===== config.mk =====
export PLATFORM = sky130hd
export DESIGN_NAME = calendar_date_string_validator_unit
export DESIGN_NICKNAME = d
export VERILOG_FILES = /design/src/design/cdsv_pkg.sv /design/src/design/cdsv_front.sv /design/src/design/cdsv_fifo.sv /design/src/design/cdsv_back.sv /design/src/design/calendar_date_string_validator_unit.sv
export SDC_FILE = /design/constraint.sdc
export NUM_CORES = 1
export LEC_CHECK = 0
export ABC_AREA = 0
export BUFFER_PORTS_ARGS = -buffer_cell sky130_fd_sc_hd__buf_2
export CAP_MARGIN = 20
export CORE_MARGIN = 2
export CORE_UTILIZATION = 40
export CTS_BUF_LIST = sky130_fd_sc_hd__clkbuf_16
export DETAILED_ROUTE_END_ITERATION = 8
export SLEW_MARGIN = 20
export SYNTH_ARGS = -nofsm -noshare
export SYNTH_HDL_FRONTEND = slang
export SYNTH_HIERARCHICAL = 1
export SYNTH_SLANG_ARGS = --single-unit
export TNS_END_PERCENT = 1

===== constraint.sdc =====
create_clock -name clk -period 9 [get_ports clk]
set_clock_uncertainty 0.1 [all_clocks]
set_input_delay 1.8 -clock clk [delete_from_list [all_inputs] [get_ports clk]]
set_output_delay 1.8 -clock clk [all_outputs]
set_load 0.005 [all_outputs]

===== src/design/cdsv_pkg.sv =====
// shared types, constants and character helpers for the date string validator
package cdsv_pkg;

    localparam int unsigned CHAR_W      = 8;
    localparam int unsigned DATE_W      = 27;
    localparam int unsigned STATUS_W    = 4;
    localparam int unsigned COUNT_W     = 4;
    localparam int unsigned STORE_LEN   = 10;
    localparam int unsigned COUNT_SAT   = 11;
    localparam int unsigned DASH_POS_A  = 4;
    localparam int unsigned DASH_POS_B  = 7;
    localparam int unsigned FIFO_DEPTH  = 2;
    localparam int unsigned FIFO_PTR_W  = 1;
    localparam int unsigned FIFO_CNT_W  = 2;

    typedef logic [CHAR_W-1:0] char_t;

    localparam char_t CH_DASH = 8'h2D;
    localparam char_t CH_ZERO = 8'h30;
    localparam char_t CH_NINE = 8'h39;

    typedef enum logic [STATUS_W-1:0] {
        ST_OK      = 4'd0,
        ST_EMPTY   = 4'd1,
        ST_BADCHAR = 4'd2,
        ST_FORMAT  = 4'd3,
        ST_YEAR    = 4'd4,
        ST_MONTH   = 4'd5,
        ST_DAY     = 4'd6,
        ST_LEAP    = 4'd7,
        ST_EARLY   = 4'd8
    } status_t;

    typedef struct packed {
        char_t char_code;
        logic  no_char;
        logic  is_last;
    } in_item_t;

    typedef struct packed {
        logic [STATUS_W-1:0] status;
        logic [DATE_W-1:0]   date_value;
    } out_item_t;

    // one finished string handed from the front to the back
    typedef struct packed {
        status_t                    pre_status;
        char_t [STORE_LEN-1:0]      chars;
    } job_t;

    function automatic logic is_digit(char_t c);
        return (c >= CH_ZERO) && (c <= CH_NINE);
    endfunction

    // low nibble of an ascii digit is its value
    function automatic logic [3:0] digit_val(char_t c);
        return c[3:0];
    endfunction

endpackage


===== src/design/cdsv_front.sv =====
// front end: character capture, counting and early classification of each string
module cdsv_front (
    input  logic              clk,
    input  logic              rst_n,
    input  logic              in_valid,
    output logic              in_ready,
    input  cdsv_pkg::in_item_t in_data,
    output logic              job_valid,
    input  logic              job_ready,
    output cdsv_pkg::job_t    job
);
    import cdsv_pkg::*;

    logic [COUNT_W-1:0] count_reg, count_next, count_seen;
    logic               bad_reg, bad_next, bad_seen;
    char_t              store_reg [STORE_LEN];
    logic               accept, take_char;
    status_t            pre_status;

    assign in_ready  = job_ready;
    assign accept    = in_valid && in_ready;
    assign take_char = accept && !in_data.no_char;
    assign job_valid = accept && in_data.is_last;

    always_comb
    begin
        bad_seen   = bad_reg;
        count_seen = count_reg;
        if (take_char)
        begin
            if (!is_digit(in_data.char_code) && (in_data.char_code != CH_DASH))
                bad_seen = 1'b1;
            if (count_reg < COUNT_W'(COUNT_SAT))
                count_seen = count_reg + COUNT_W'(1);
        end
        // view of the store including this cycle's character
        for (int i = 0; i < STORE_LEN; i++)
        begin
            if (take_char && (count_reg == COUNT_W'(i)))
                job.chars[i] = in_data.char_code;
            else
                job.chars[i] = store_reg[i];
        end
        if (count_seen == '0)
            pre_status = ST_EMPTY;
        else if (bad_seen)
            pre_status = ST_BADCHAR;
        else if ((count_seen != COUNT_W'(STORE_LEN)) ||
                 (job.chars[DASH_POS_A] != CH_DASH) ||
                 (job.chars[DASH_POS_B] != CH_DASH))
            pre_status = ST_FORMAT;
        else
            pre_status = ST_OK;
        job.pre_status = pre_status;

        if (job_valid)
        begin
            count_next = '0;
            bad_next   = 1'b0;
        end
        else
        begin
            count_next = count_seen;
            bad_next   = bad_seen;
        end
    end

    always_ff @(posedge clk or negedge rst_n)
    begin
        if (!rst_n)
        begin
            count_reg <= '0;
            bad_reg   <= 1'b0;
        end
        else
        begin
            count_reg <= count_next;
            bad_reg   <= bad_next;
        end
    end

    // character store, first ten characters only
    always_ff @(posedge clk)
    begin
        for (int i = 0; i < STORE_LEN; i++)
        begin
            if (take_char && (count_reg == COUNT_W'(i)))
                store_reg[i] <= in_data.char_code;
        end
    end

endmodule


===== src/design/cdsv_fifo.sv =====
// two-entry queue of finished strings between front and back
module cdsv_fifo (
    input  logic           clk,
    input  logic           rst_n,
    input  logic           push_valid,
    output logic           push_ready,
    input  cdsv_pkg::job_t push_data,
    output logic           pop_valid,
    input  logic           pop_ready,
    output cdsv_pkg::job_t pop_data
);
    import cdsv_pkg::*;

    job_t                  mem_reg [FIFO_DEPTH];
    logic [FIFO_PTR_W-1:0] wr_ptr_reg, wr_ptr_next;
    logic [FIFO_PTR_W-1:0] rd_ptr_reg, rd_ptr_next;
    logic [FIFO_CNT_W-1:0] count_reg, count_next;
    logic                  do_push, do_pop;

    assign push_ready = (count_reg != FIFO_CNT_W'(FIFO_DEPTH));
    assign pop_valid  = (count_reg != '0);
    assign pop_data   = mem_reg[rd_ptr_reg];
    assign do_push    = push_valid && push_ready;
    assign do_pop     = pop_valid && pop_ready;

    always_comb
    begin
        wr_ptr_next = do_push ? wr_ptr_reg + FIFO_PTR_W'(1) : wr_ptr_reg;
        rd_ptr_next = do_pop ? rd_ptr_reg + FIFO_PTR_W'(1) : rd_ptr_reg;
        count_next  = count_reg;
        if (do_push && !do_pop)
            count_next = count_reg + FIFO_CNT_W'(1);
        else if (do_pop && !do_push)
            count_next = count_reg - FIFO_CNT_W'(1);
    end

    always_ff @(posedge clk or negedge rst_n)
    begin
        if (!rst_n)
        begin
            wr_ptr_reg <= '0;
            rd_ptr_reg <= '0;
            count_reg  <= '0;
        end
        else
        begin
            wr_ptr_reg <= wr_ptr_next;
            rd_ptr_reg <= rd_ptr_next;
            count_reg  <= count_next;
        end
    end

    always_ff @(posedge clk)
    begin
        if (do_push)
            mem_reg[wr_ptr_reg] <= push_data;
    end

endmodule


===== src/design/cdsv_back.sv =====
// back end: field decode, calendar checks and date compare in a stalling pipeline
module cdsv_back (
    input  logic                          clk,
    input  logic                          rst_n,
    input  logic                          job_valid,
    output logic                          job_ready,
    input  cdsv_pkg::job_t                job,
    input  logic [cdsv_pkg::DATE_W-1:0]   min_date,
    output logic                          out_valid,
    input  logic                          out_ready,
    output cdsv_pkg::out_item_t           out_data
);
    import cdsv_pkg::*;

    localparam int unsigned MAG_W  = 7;
    localparam int unsigned YEAR_W = 14;
    localparam int unsigned BCD4_W = 16;
    localparam int unsigned BCD8_W = 32;

    typedef struct packed {
        logic             neg;
        logic [MAG_W-1:0] mag;
    } field_t;

    // atoi over a two character field made of digits and dashes
    function automatic field_t field2(char_t a, char_t b);
        field_t f;
        f.neg = 1'b0;
        f.mag = '0;
        if (a == CH_DASH)
        begin
            f.neg = 1'b1;
            if (is_digit(b))
                f.mag = MAG_W'(digit_val(b));
        end
        else if (is_digit(a))
        begin
            if (is_digit(b))
                f.mag = MAG_W'(digit_val(a)) * MAG_W'(10) + MAG_W'(digit_val(b));
            else
                f.mag = MAG_W'(digit_val(a));
        end
        return f;
    endfunction

    function automatic logic [YEAR_W-1:0] bcd4_to_bin(logic [BCD4_W-1:0] b);
        return YEAR_W'(b[15:12]) * YEAR_W'(1000) + YEAR_W'(b[11:8]) * YEAR_W'(100)
             + YEAR_W'(b[7:4]) * YEAR_W'(10) + YEAR_W'(b[3:0]);
    endfunction

    logic adv;

    // stage 1: decode
    logic                s1_valid_reg;
    status_t             s1_pre_reg;
    logic                s1_year_neg_reg;
    logic [BCD4_W-1:0]   s1_year_bcd_reg;
    field_t              s1_mon_reg, s1_day_reg;
    logic [BCD8_W-1:0]   s1_joined_bcd_reg;

    logic                year_neg_c, run_c;
    logic [BCD4_W-1:0]   year_bcd_c;
    logic [BCD8_W-1:0]   joined_bcd_c;

    // stage 2: binary values and calendar checks
    logic                s2_valid_reg;
    status_t             s2_pre_reg;
    logic                s2_year_neg_nz_reg;
    logic [YEAR_W-1:0]   s2_year_mag_reg;
    logic                s2_mon_bad_reg, s2_day_bad_reg, s2_leap_bad_reg;
    logic [YEAR_W-1:0]   s2_jhi_reg, s2_jlo_reg;

    logic [YEAR_W-1:0]   year_mag_c;
    logic [3:0]          hund_mod_c, unit_mod_c;
    logic                leap_c, thirty_c, thirty_one_c, feb_c;
    logic                mon_bad_c, day_bad_c, leap_bad_c;

    // stage 3: scaled year and joined date
    logic                s3_valid_reg;
    status_t             s3_pre_reg;
    logic                s3_year_neg_nz_reg;
    logic [DATE_W-1:0]   s3_year_scaled_reg;
    logic                s3_mon_bad_reg, s3_day_bad_reg, s3_leap_bad_reg;
    logic [DATE_W-1:0]   s3_joined_reg;

    // output register
    logic                out_valid_reg;
    out_item_t           out_data_reg;
    status_t             status_c;
    logic                year_low_c;

    assign adv       = !out_valid_reg || out_ready;
    assign job_ready = adv;
    assign out_valid = out_valid_reg;
    assign out_data  = out_data_reg;

    always_comb
    begin
        year_neg_c = (job.chars[0] == CH_DASH);
        run_c      = 1'b1;
        year_bcd_c = '0;
        for (int i = 0; i < 4; i++)
        begin
            if (!((i == 0) && year_neg_c))
            begin
                if (run_c && is_digit(job.chars[i]))
                    year_bcd_c = {year_bcd_c[BCD4_W-5:0], digit_val(job.chars[i])};
                else
                    run_c = 1'b0;
            end
        end
        joined_bcd_c = '0;
        for (int i = 0; i < STORE_LEN; i++)
        begin
            if (is_digit(job.chars[i]))
                joined_bcd_c = {joined_bcd_c[BCD8_W-5:0], digit_val(job.chars[i])};
        end
    end

    always_comb
    begin
        year_mag_c = bcd4_to_bin(s1_year_bcd_reg);
        // divisible by 400: last two digits zero and (10*d3 + d2) divisible by 4
        hund_mod_c = {s1_year_bcd_reg[14:12], 1'b0} + s1_year_bcd_reg[11:8];
        unit_mod_c = {s1_year_bcd_reg[6:4], 1'b0} + s1_year_bcd_reg[3:0];
        leap_c = ((unit_mod_c[1:0] == 2'd0) && (s1_year_bcd_reg[7:0] != 8'd0)) ||
                 ((s1_year_bcd_reg[7:0] == 8'd0) && (hund_mod_c[1:0] == 2'd0));
        mon_bad_c = s1_mon_reg.neg || (s1_mon_reg.mag == '0) ||
                    (s1_mon_reg.mag > MAG_W'(12));
        thirty_c = (s1_mon_reg.mag == MAG_W'(4)) || (s1_mon_reg.mag == MAG_W'(6)) ||
                   (s1_mon_reg.mag == MAG_W'(9)) || (s1_mon_reg.mag == MAG_W'(11));
        thirty_one_c = (s1_mon_reg.mag == MAG_W'(1)) || (s1_mon_reg.mag == MAG_W'(3)) ||
                       (s1_mon_reg.mag == MAG_W'(5)) || (s1_mon_reg.mag == MAG_W'(7)) ||
                       (s1_mon_reg.mag == MAG_W'(8)) || (s1_mon_reg.mag == MAG_W'(10)) ||
                       (s1_mon_reg.mag == MAG_W'(12));
        feb_c = (s1_mon_reg.mag == MAG_W'(2));
        day_bad_c = s1_day_reg.neg || (s1_day_reg.mag == '0) ||
                    (thirty_c && (s1_day_reg.mag > MAG_W'(30))) ||
                    (thirty_one_c && (s1_day_reg.mag > MAG_W'(31))) ||
                    (feb_c && !leap_c && (s1_day_reg.mag > MAG_W'(28)));
        leap_bad_c = feb_c && leap_c && (s1_day_reg.mag > MAG_W'(29));
    end

    always_comb
    begin
        // year < min_date / 10000 exactly when (year + 1) * 10000 <= min_date
        year_low_c = s3_year_neg_nz_reg || (s3_year_scaled_reg <= min_date);
        if (s3_pre_reg != ST_OK)
            status_c = s3_pre_reg;
        else if (year_low_c)
            status_c = ST_YEAR;
        else if (s3_mon_bad_reg)
            status_c = ST_MONTH;
        else if (s3_day_bad_reg)
            status_c = ST_DAY;
        else if (s3_leap_bad_reg)
            status_c = ST_LEAP;
        else if (s3_joined_reg < min_date)
            status_c = ST_EARLY;
        else
            status_c = ST_OK;
    end

    always_ff @(posedge clk or negedge rst_n)
    begin
        if (!rst_n)
        begin
            s1_valid_reg  <= 1'b0;
            s2_valid_reg  <= 1'b0;
            s3_valid_reg  <= 1'b0;
            out_valid_reg <= 1'b0;
        end
        else if (adv)
        begin
            s1_valid_reg  <= job_valid;
            s2_valid_reg  <= s1_valid_reg;
            s3_valid_reg  <= s2_valid_reg;
            out_valid_reg <= s3_valid_reg;
        end
    end

    always_ff @(posedge clk)
    begin
        if (adv)
        begin
            s1_pre_reg         <= job.pre_status;
            s1_year_neg_reg    <= year_neg_c;
            s1_year_bcd_reg    <= year_bcd_c;
            s1_mon_reg         <= field2(job.chars[5], job.chars[6]);
            s1_day_reg         <= field2(job.chars[8], job.chars[9]);
            s1_joined_bcd_reg  <= joined_bcd_c;

            s2_pre_reg         <= s1_pre_reg;
            s2_year_neg_nz_reg <= s1_year_neg_reg && (s1_year_bcd_reg != '0);
            s2_year_mag_reg    <= year_mag_c;
            s2_mon_bad_reg     <= mon_bad_c;
            s2_day_bad_reg     <= day_bad_c;
            s2_leap_bad_reg    <= leap_bad_c;
            s2_jhi_reg         <= bcd4_to_bin(s1_joined_bcd_reg[BCD8_W-1:BCD4_W]);
            s2_jlo_reg         <= bcd4_to_bin(s1_joined_bcd_reg[BCD4_W-1:0]);

            s3_pre_reg         <= s2_pre_reg;
            s3_year_neg_nz_reg <= s2_year_neg_nz_reg;
            s3_year_scaled_reg <= (DATE_W'(s2_year_mag_reg) + DATE_W'(1)) * DATE_W'(10000);
            s3_mon_bad_reg     <= s2_mon_bad_reg;
            s3_day_bad_reg     <= s2_day_bad_reg;
            s3_leap_bad_reg    <= s2_leap_bad_reg;
            s3_joined_reg      <= DATE_W'(s2_jhi_reg) * DATE_W'(10000) + DATE_W'(s2_jlo_reg);

            out_data_reg.status     <= status_c;
            out_data_reg.date_value <= (status_c == ST_OK) ? s3_joined_reg : '0;
        end
    end

endmodule


===== src/design/calendar_date_string_validator_unit.sv =====
// top level of the calendar date string validator
// checks a YYYY-MM-DD string that arrives one ascii character per input
// transaction and returns one status transaction for each transaction marked
// is_last. a character transaction is accepted every cycle while the queue
// has room; the front end counts and stores the first ten characters, flags
// bad characters and the empty and format cases, then drops each finished
// string into a two-entry queue. the back end is a four-register pipeline
// (decode, calendar checks, scaling, final compare) that stalls only when the
// output register is full and not taken, and input stalls only when that
// stall has also filled the queue. each string passes the queue, s1, s2, s3
// and the output register; one result per cycle can be sustained. min_date
// is written through cfg_we and cfg_wdata and should change only while no
// string is in flight; its year part is the earliest accepted year.
module calendar_date_string_validator_unit (
    input  logic                        clk,
    input  logic                        rst_n,
    input  logic                        cfg_we,
    input  logic [cdsv_pkg::DATE_W-1:0] cfg_wdata,
    input  logic                        in_valid,
    output logic                        in_ready,
    input  cdsv_pkg::in_item_t          in_data,
    output logic                        out_valid,
    input  logic                        out_ready,
    output cdsv_pkg::out_item_t         out_data
);
    import cdsv_pkg::*;

    // earliest accepted date, decimal YYYYMMDD
    logic [DATE_W-1:0] min_date_reg, min_date_next;

    // front to queue
    job_t front_job;
    logic front_job_valid;
    logic front_job_ready;

    // queue to back
    job_t q_job;
    logic q_job_valid;
    logic q_job_ready;

    assign min_date_next = cfg_we ? cfg_wdata : min_date_reg;

    always_ff @(posedge clk or negedge rst_n)
    begin
        if (!rst_n)
            min_date_reg <= '0;
        else
            min_date_reg <= min_date_next;
    end

    // character capture and early classification
    cdsv_front u_front (
        .clk       (clk),
        .rst_n     (rst_n),
        .in_valid  (in_valid),
        .in_ready  (in_ready),
        .in_data   (in_data),
        .job_valid (front_job_valid),
        .job_ready (front_job_ready),
        .job       (front_job)
    );

    // decouples the front from a stalled back end
    cdsv_fifo u_fifo (
        .clk        (clk),
        .rst_n      (rst_n),
        .push_valid (front_job_valid),
        .push_ready (front_job_ready),
        .push_data  (front_job),
        .pop_valid  (q_job_valid),
        .pop_ready  (q_job_ready),
        .pop_data   (q_job)
    );

    // field decode, calendar rules and date compare
    cdsv_back u_back (
        .clk       (clk),
        .rst_n     (rst_n),
        .job_valid (q_job_valid),
        .job_ready (q_job_ready),
        .job       (q_job),
        .min_date  (min_date_reg),
        .out_valid (out_valid),
        .out_ready (out_ready),
        .out_data  (out_data)
    );

endmodule


# == Word-level counts from Yosys, hierarchy flattened ==
# Memory sizes are Yosys's and may differ from the RTL's.
# Index checks and enable logic that the tools add are counted.
# word_totals
reg_bits,248
ram_bits,248
elab_cells,323
n_memories,2
# mem_list
name,words,word_bits,read_ports,rd_clocked_by_memory_dff,wr,line,source
u_fifo.mem_reg,2,84,1,0,1,cdsv_fifo.sv:14,job_t mem_reg [FIFO_DEPTH];
u_front.store_reg,10,8,10,0,1,cdsv_front.sv:16,char_t store_reg [STORE_LEN];
# op_classes
add_sub_neg,20
n_mul,13
order_cmp,30
eq_ne,29
n_mux,105
reduce_logical,89
# ops
op,count
$mux W8,20
$mux W4,25
$mux W32,3
$ge A8 B6 Y1 const B,11
$le A8 B6 Y1 const B,11
$reduce_or A8 Y1,9
$mux W16,4
$add A14 B11 Y14,3
$add A14 B4 Y14,3
$add A14 B8 Y14,3
$mux W7,6
$logic_and A1 B1 Y1,41
$mux W1,40
$eq A7 B4 Y1 const B,5
$mul A4 B7 Y11 const B,3
$eq A7 B3 Y1 const B,4
$gt A7 B5 Y1 const B,4
$mux W28,1
$add A27 B14 Y27,1
$le A27 B27 Y1,1
$lt A27 B27 Y1,1
$mul A27 B10 Y23 const B,1
$mul A4 B5 Y9 const B,3
$eq A8 B6 Y1 const B,3
35 further kinds,80

# == Depth between registers and ports, before layout ==
# Gate-level depths: netlist of run 1.
# logic_depth
word_depth,16
mapped_depth,25
mapped_depth_nobuf,25

# == By module ==
# Netlist of run 1, hierarchy kept.
# by_module_without_submodules
mod,n_inst,cells_each,area_each_um2,seq_area_each_um2
cdsv_back,1,2264,22161.3,6346.1
cdsv_fifo,1,279,6263.5,5144.9
cdsv_front,1,257,3258.1,1726.7
calendar_date_string_validator_unit,1,57,1106.1,675.6

# == Worst setup path before layout of run 1 ==
# OpenSTA, ideal clock, no wires.
# synth_timing
path_kind,input-to-reg
start,input port out_ready
end,register u_fifo.count_reg[1]
arrival_ps,8271
t_required_ps,8821
slack_ps,550
stages,5
path_buffers,0
path_cell_list,nand2b_1 > nand2_1 > ha_1 > nor2_1 > xor2_1
# synth_via
elab_chain_cells,5
# synth_lines
element,line,source
start: declaration,calendar_date_string_validator_unit.sv:23,"input logic out_ready,"
$logic_or A1 B1 Y1 *,cdsv_back.sv:92,assign adv = !out_valid_reg || out_ready;
$logic_and A1 B1 Y1 *,cdsv_fifo.sv:24,assign do_pop = pop_valid && pop_ready;
$logic_not A1 Y1,cdsv_fifo.sv:31,if (do_push && !do_pop)
$logic_and A1 B1 Y1,cdsv_fifo.sv:31,
$mux W2 or $reduce_bool A2 Y1 (tied branches),n/a,
end signal: assignment,cdsv_fifo.sv:49,count_reg <= count_next;
end: declaration,cdsv_fifo.sv:17,"logic [FIFO_CNT_W-1:0] count_reg, count_next;"
# Mark *: on every way between the ends. The rest lies on a longest branch, timed or not.
# A chain may end at the register's enable or synchronous reset.

# == Worst setup path after layout of run 1 ==
# layout_timing
start,register u_back.s2_year_mag_reg[3]
end,register u_back.s3_year_scaled_reg[25] (data pin)
# layout_via
elab_chain_cells,2
# layout_lines
element,line,source
start: declaration,cdsv_back.sv:69,logic [YEAR_W-1:0] s2_year_mag_reg;
start signal: assignment,cdsv_back.sv:195,s2_year_mag_reg <= year_mag_c;
$add A14 B1 Y15,cdsv_back.sv:204,s3_year_scaled_reg <= (DATE_W'(s2_year_mag_reg) + DATE_W'(1)) * DATE_W'(10000);
$mul A27 B10 Y23,cdsv_back.sv:204,
end signal: assignment,cdsv_back.sv:204,
end: declaration,cdsv_back.sv:82,logic [DATE_W-1:0] s3_year_scaled_reg;
# No other way between the ends.

==> run summary, run 1 <==
outcome: completed
TritonCTS Sinks: 496
Hold Path Depth: 0
post_cts resized: 0
Initial Util: 0.406
most frequent cells in the layout: 376 x edfxtp_1, 354 x ha_1, 352 x inv_1
vias in the first global route: 21100
synthesized area per cell: 11.5 sq um
CTS tree: done
crit end category: flop
hold_ws: 0.312 ns
post-synthesis cell type count: 108
share of synthesized flip-flops with an asynchronous set or reset: 0.0806
Post-CTS Setup Bufs: 0
layout cells sized above 1: 0.129
die height: 290 microns
Setup violations, final: 0
DPL Wire Length: 51700 microns
hold_buf cts: 0
Root Buffer: clkbuf_16
H-tree depth: 2
largest net degree at the start of global routing: 192
DRT antenna net count: 0
Synth Warn #: 6
via count: 20900
DR WL/cell: 17.3 microns
max frequency: 0.157 GHz
first-pass detailed-route iteration total: 6
top_reg_cell synth: edfxtp_1
Crit Path Class: flop to flop
first-pass GRT wire length: 113000 microns
reg2reg path depth: 23
drt via density: 5.22
sequential-to-total area share from yosys stat: 0.424
Largest register FFs: 168
RSZ-0062 raised after global routing: no
Routed WL: 69200 microns
Slew headroom: 0.363
initial antenna violation count: 2
total congestion overflow: 0
GPL Wtd Cong: 0.874
# IOs: 75
drt initial violations: 1314
final core occ: 0.443
number of fill cells: 7407
nets: 3419
critical path arrival: 6.60 ns
part of the cycle the worst path needs: 0.706
EDFF count, synth: 376
CP Launch Type: flop
post-layout min period: 6.35 ns
Worst-Skew Late Latency: 0.63 ns
leading cell type in the layout, fill and taps excluded: edfxtp_1
worst slew pin tran: 0.956 ns
Pins Over Slew Limit: 0
num rows: 104
Mapped Cells: 2857
DIE AREA: 84300 sq um
Num CTS Buffers: 51
DRC viols: 0
Final Hold Fails: 0
total global routing track utilization: 0.164
total negative slack: 0 ns
Antenna Cells: 0
floorplan core area: 80800 sq um
Clock transition at path regs: 0.06 ns
number of port buffers: 74
worst-path fanout max: 5
Hold/Removal Path Class: flop to flop
Synth Cell Area: 32800 sq um
Seq cells post-synth: 496
Synth-to-Final Area Change: 9.19%
Worst EP required: 9.25 ns
Max Root-Sink Buffers: 3
maxcap violations: 0
die width: 290 microns
## per-layer routing
metal / routed length (microns) / track usage
met1: 31400 / 0.219
met2: 33000 / 0.278
met3: 2970 / 0.0225
met4: 1800 / 0.0499
met5: 0 / 0
## synth_stat cells (16+ instances only)
library cell  count  share of area
and2_1           36         0.0069
mux2_1           52          0.018
xor2_1           44          0.012
nand3_1          35         0.0053
and3_1           16         0.0031
xnor2_1         101          0.027
a211oi_1         16         0.0037
o21ai_1          29         0.0044
mux2_2          129          0.044
nor4_1           16         0.0031
a21o_1           54          0.012
nand2_1         138          0.016
dfxtp_1          80          0.049
o21a_1           17         0.0039
clkbuf_1         46         0.0053
nor2_1          122          0.014
o21ai_0          76          0.012
mux2_4           21         0.0096
buf_2            28         0.0043
nor2b_1          16         0.0031
edfxtp_1        376           0.34
fa_1            116          0.071
inv_1           347          0.040
nor3_1           48         0.0073
dfrtp_1          40          0.031
mux2i_1          49          0.015
nand4_1          25         0.0048
a21oi_1         144          0.022
o21bai_1         28         0.0064
ha_1            354           0.14
## metrics by stage
stage / setup WS [ns] / cell area, sq um / std cells
floorplan: 0.550 / 32800 / 2858
global placement: 2.82 / 34100 / 3913
detailed placement: 2.63 / 34100 / 3913
CTS: 2.60 / 35800 / 4008
global route: 2.03 / 35800 / 4009
finish: 2.65 / 35800 / 4009
## worst paths after layout
kind	startpoint	endpoint	slack, ns
worst min register to register	u_back/s1_pre_reg[0]	u_back/s2_pre_reg[0]	0.31
worst max-delay path	u_back/s2_year_mag_reg[3]	u_back/s3_year_scaled_reg[25]	2.65
max in group asynchronous	rst_n	u_fifo/rd_ptr_reg	7.08
worst min-delay path	u_back/s1_pre_reg[0]	u_back/s2_pre_reg[0]	0.31
worst max register to register	u_back/s2_year_mag_reg[3]	u_back/s3_year_scaled_reg[25]	2.65
min in group asynchronous	rst_n	min_date_reg[19]	1.19
## logic make-up after synthesis
group / after synthesis / synth area share
buffers and inverters: 448 / 0.0575
XOR/XNOR: 145 / 0.0387
adder cells (fa/ha/maj): 471 / 0.206
other: 1 / 0.000114
AND/OR/NAND/NOR: 545 / 0.0875
multiplexers: 252 / 0.0872
flip-flops: 496 / 0.424
AO/OA/AOI/OAI: 499 / 0.0991
## cell type report
type                            instances  area (sq um)  area share
Clock buffer                           52          1300      0.0363
Timing Repair Buffer                   97           576      0.0161
Tap cell                             1060          1330      0.0370
Clock inverter                         43           362      0.0101
Sequential cell                       496         13900       0.388
Inverter                              347          1300      0.0364
Multi-Input combinational cell       1914         17000       0.476
## critical path, stage by stage, from the launching register on
cell and delay, ns:
edfxtp_1 0.43, nand3_1 0.13, nor2_1 0.18, nand4_1 0.21, xnor2_1 0.45, inv_1 0.18, fa_1 0.55, inv_1 0.04
ha_1 0.30, fa_1 0.48, ha_1 0.28, inv_1 0.05, fa_1 0.52, inv_1 0.05, ha_1 0.36, a21o_1 0.18
a31oi_1 0.21, o21ai_0 0.16, o41ai_1 0.47, o21bai_1 0.14, a21oi_1 0.24, o21bai_1 0.10, a21oi_1 0.19, xnor2_1 0.09
Power of run 1 is not shown: default switching activity piles up to over one toggle a cycle in this logic, so the estimate is an artifact.
==> inputs of run 2 (changes only) <==
clock period = 6.2 ns   (was 9 ns; I/O delays follow)
==> run 2 against run 1 <==
Against the previous run: design area rose by 0.53%; first-iteration DRC count rose by 9.5%; routed wire length rose by 0.97%; clock-buffer cell count did not move; hold slack improved by 0.0092 ns; non-clock buffer count rose by 16; worst setup slack got worse by 2.3 ns; via count rose by 0.60%; flip-flop and latch count did not move; critical endpoint unchanged.
==> run summary, run 2 (synthesis gave the netlist of run 1 again) <==
outcome: completed
Synth-to-Final Area Change: 9.77%
drt initial violations: 1439
first-pass detailed-route iteration total: 6
Hold/Removal Path Class: flop to flop
initial antenna violation count: 0
die width: 290 microns
GPL Wtd Cong: 0.889
Num CTS Buffers: 51
worst r2r src: u_back/s2_year_mag_reg[0]
DRC viols: 0
Slew headroom: 0.306
most frequent cells in the layout: 376 x edfxtp_1, 354 x inv_1, 354 x ha_1
maxcap violations: 0
via count: 21100
DRT antenna net count: 0
Setup violations, final: 0
Worst EP required: 6.45 ns
total congestion overflow: 0
drt via density: 5.23
layout cells sized above 1: 0.136
floorplan core area: 80800 sq um
Final Hold Fails: 0
Setup crit start: u_back/s2_year_mag_reg[0]
Clock transition at path regs: 0.06 ns
Pins Over Slew Limit: 0
TritonCTS Sinks: 496
Root Buffer: clkbuf_16
nets: 3435
worst slew pin tran: 1.04 ns
# IOs: 75
CTS tree: done
worst-path fanout max: 8
Routed WL: 69900 microns
CP Launch Type: flop
Antenna Cells: 0
num rows: 104
final core occ: 0.445
critical path arrival: 6.07 ns
post-layout min period: 5.81 ns
die height: 290 microns
crit end category: flop
H-tree depth: 2
DIE AREA: 84300 sq um
leading cell type in the layout, fill and taps excluded: edfxtp_1
Crit Path Class: flop to flop
Largest register FFs: 168
vias in the first global route: 21500
first-pass GRT wire length: 114000 microns
DR WL/cell: 17.4 microns
number of fill cells: 7379
Worst-Skew Late Latency: 0.60 ns
min-delay src: u_back/s2_pre_reg[1]
max frequency: 0.172 GHz
part of the cycle the worst path needs: 0.938
total global routing track utilization: 0.165
Max Root-Sink Buffers: 3
largest net degree at the start of global routing: 173
DPL Wire Length: 52800 microns
number of port buffers: 74
Initial Util: 0.406
## run 2: changes by cell type in the layout (fill, tap and decap cells not counted), moves of 2 or more
cell | before | now
buf_4 | 21 | 39
clkinv_1 | 14 | 9
clkinv_2 | 9 | 14
bufinv_16 | 4 | 7
clkinv_4 | 2 | 0
clkinvlp_4 | 5 | 3
inv_1 | 352 | 354
## run 2: critical path, cell delays in order (launching register included)
cell and delay (ns):
edfxtp_1 0.51, ha_1 0.29, and3_1 0.22, nand2_1 0.08, xnor2_1 0.23, inv_1 0.18, fa_1 0.54, inv_1 0.04
ha_1 0.29, fa_1 0.48, ha_1 0.33, fa_1 0.48, ha_1 0.37, and2_1 0.18, o21ai_0 0.15, o21ai_1 0.12
o41ai_2 0.36, o21bai_1 0.12, a21oi_2 0.18, o21bai_1 0.08, a21oi_1 0.17, xnor2_1 0.07
## run 2: per-stage QoR
| stage | setup WS, ns | cells | area [sq um] | setup TNS (ns) | hold slack (ns) |
|---|---|---|---|---|---|
| 2_1_floorplan | 0.338 | 2858 | 32800 | 0 | 0.300 |
| 3_3_place_gp | 0.259 | 3928 | 34200 | 0 | 0.303 |
| 3_5_place_dp | 0.224 | 3928 | 34200 | 0 | 0.307 |
| 4_1_cts | 0.203 | 4024 | 36000 | 0 | 0.323 |
| 5_1_grt | -0.00740 | 4026 | 36000 | -0.00740 | 0.326 |
| 6_report | 0.386 | 4026 | 36000 | 0 | 0.321 |
## run 2: cell type report
class	instances	area (sq um)	area share
Clock buffer	52	1300	0.0362
Timing Repair Buffer	113	678	0.0188
Multi-Input combinational cell	1914	17100	0.474
Tap cell	1060	1330	0.0369
Inverter	347	1300	0.0362
Sequential cell	496	13900	0.386
Clock inverter	44	429	0.0119
## run 2: routing by layer
layer  GRT usage  vias to the layer above  part of all wire
met5           0                        -                 0
met4      0.0485                        0             0.026
met3      0.0214                       96             0.043
met2       0.282                      488              0.47
met1       0.220                    10200              0.46
li1            -                    10300                 -
## run 2: path summary, 6_finish.rpt
check / to / slack, ns / cells past startpoint
worst min register to register: u_back/s3_pre_reg[1] / 0.32 / 0
max in group asynchronous: u_fifo/rd_ptr_reg / 4.92 / 1
worst max register to register: u_back/s3_year_scaled_reg[25] / 0.39 / 21
worst min-delay path: u_back/s3_pre_reg[1] / 0.32 / 0
min in group asynchronous: min_date_reg[25] / 0.56 / 1
worst max-delay path: u_back/s3_year_scaled_reg[25] / 0.39 / 21
## run 2: what timing repair did
item                       4_1_cts  5_1_grt
setup buffers                    0        2
hold buffers                     0        0
resized for setup                0        4
setup endpoints to repair        0        2
Power of run 2 is left out for the same reason.
==> inputs of run 3 (changes only) <==
CORE_UTILIZATION = 64   (was 40)
PLACE_DENSITY = 0.81   (was default)
SLEW_MARGIN = default   (was 20)
==> run 3 against run 2 <==
Against the previous run: register-to-register slack worse by 0.07 ns; critical path depth is 2 higher; global-route usage is 9.6 points higher; sequential share of layout area is 0.60 points higher; hold slack worse by 0.0033 ns; critical path type unchanged; die area is 37% lower; design area is 1.5% lower; non-clock buffer count stayed put.
==> run summary, run 3 (synthesis gave the netlist of run 1 again) <==
Max Root-Sink Buffers: 3
die width: 230 microns
Hold/Removal Path Class: flop to flop
Num CTS Buffers: 52
Final Cell Area: 35400 sq um
initial antenna violation count: 0
cell mode on critical path: inv_1
number of port buffers: 74
post-layout min period: 5.88 ns
worst-path fanout max: 5
DPL Wire Length: 51500 microns
number of fill cells: 3506
DRT antenna net count: 0
total congestion overflow: 0
# IOs: 75
Placed Area: 33700 sq um
drt initial violations: 1528
Worst EP required: 6.44 ns
Setup violations, final: 0
DRC viols: 0
Worst-Skew Late Latency: 0.60 ns
total global routing track utilization: 0.262
Pins Over Slew Limit: 0
Initial Util: 0.651
die height: 230 microns
first-pass detailed-route iteration total: 7
Slew headroom: 0.319
final core occ: 0.704
Largest register FFs: 168
GRT busiest layer: met2
part of the cycle the worst path needs: 0.949
Final Hold Fails: 0
drt via density: 5.91
H-tree depth: 2
CTS tree: done
max incr delay on CP: 0.53 ns
Multi-input gate area: 17100 sq um
most frequent cells in the layout: 376 x edfxtp_1, 358 x inv_1, 354 x ha_1
outcome: completed
met1 Use GR: 0.325
DR WL/cell: 18.9 microns
vias in the first global route: 22000
CP Cell Sequence: nand3_1 > nor2_1 > nand4_1 > xnor2_2 > inv_1 > fa_1 > inv_1 > ha_1 > fa_1 > ha_1 > inv_1 > fa_1 > inv_1 > ha_1 > a21o_1 > a31oi_1 > o21ai_0 > o41ai_2 > o21bai_1 > a21oi_2 > o21bai_1 > a21oi_1 > xnor2_1
Root Buffer: clkbuf_16
worst slew pin tran: 1.02 ns
nets: 3436
layout cells sized above 1: 0.135
M3 GR Usage: 0.0351
CP Launch Type: flop
DIE AREA: 53100 sq um
Antenna Cells: 0
GPL Wtd Cong: 0.955
num rows: 82
hold_buf cts: 0
r2r setup slk: 0.32 ns
max frequency: 0.170 GHz
maxcap violations: 0
TritonCTS Sinks: 496
first-pass GRT wire length: 112000 microns
largest net degree at the start of global routing: 158
critical path arrival: 6.12 ns
via count: 21500
Routed WL: 68800 microns
leading cell type in the layout, fill and taps excluded: edfxtp_1
floorplan core area: 50400 sq um
FF+latch area: 13900 sq um
Clock transition at path regs: 0.06 ns
Slowest-stage cell, CP: fa_1
met2 Track Usage GR: 0.473
Crit Path Class: flop to flop
crit end category: flop
Synth-to-Final Area Change: 8.09%
==> run 3: cell types whose count changed in the layout (fill, tap and decap cells not counted), sizes merged <==
cell | previous run | this run
bufinv | 7 | 2
clkbuf | 52 | 54
clkinv | 25 | 18
clkinvlp | 3 | 4
inv | 356 | 365
==> run 3: per-stage QoR <==
step,worst slack (ns),instances,TNS [ns],hold WS (ns)
2_1_floorplan,0.338,2858,0,0.300
3_3_place_gp,0.362,3539,0,0.301
3_5_place_dp,0.129,3539,0,0.305
4_1_cts,0.118,3635,0,0.319
5_1_grt,-0.0485,3638,-0.0485,0.323
6_report,0.318,3638,0,0.318
==> run 3: worst paths after layout <==
| path | start | end | depth (start not counted) |
|---|---|---|---|
| worst max register to register | u_back/s2_year_mag_reg[3] | u_back/s3_year_scaled_reg[25] | 23 |
| max in group asynchronous | rst_n | min_date_reg[13] | 2 |
| worst min register to register | u_back/s2_pre_reg[1] | u_back/s3_pre_reg[1] | 0 |
| worst min-delay path | u_back/s2_pre_reg[1] | u_back/s3_pre_reg[1] | 0 |
| worst max-delay path | u_back/s2_year_mag_reg[3] | u_back/s3_year_scaled_reg[25] | 23 |
| min in group asynchronous | rst_n | min_date_reg[23] | 1 |
==> run 3: metal layers <==
metal  vias to the layer above  routed length [microns]
met1                     10500                    28600
met4                         0                     1880
met5                         -                        0
met2                       580                    35100
met3                       123                     3250
li1                      10300                        -
==> run 3: worst max-delay path, delay by kind of cell (launching register included) <==
kind,cells,cell delay [ns]
XOR/XNOR,2,0.29
buffers and inverters,4,0.24
adder cells (fa/ha/maj),6,2.48
AND/OR/NAND/NOR,3,0.51
AO/OA/AOI/OAI,8,1.54
flip-flops,1,0.44
==> run 3: cell type report <==
class | instances | share of cell area
multi-input cells | 1914 | 0.481
flip-flops and latches | 496 | 0.392
clock buffers | 54 | 0.0381
inverters | 347 | 0.0368
well taps | 672 | 0.0237
repair buffers | 113 | 0.0196
clock inverters | 42 | 0.00840
==> run 3: repair_timing <==
| action | 4_1_cts | 5_1_grt |
|---|---|---|
| gates resized for setup | 0 | 3 |
| buffers inserted | 0 | 2 |
| endpoints found under the hold margin | 0 | 0 |
| endpoints found under the setup margin | 0 | 1 |
Power of run 3 is left out for the same reason.
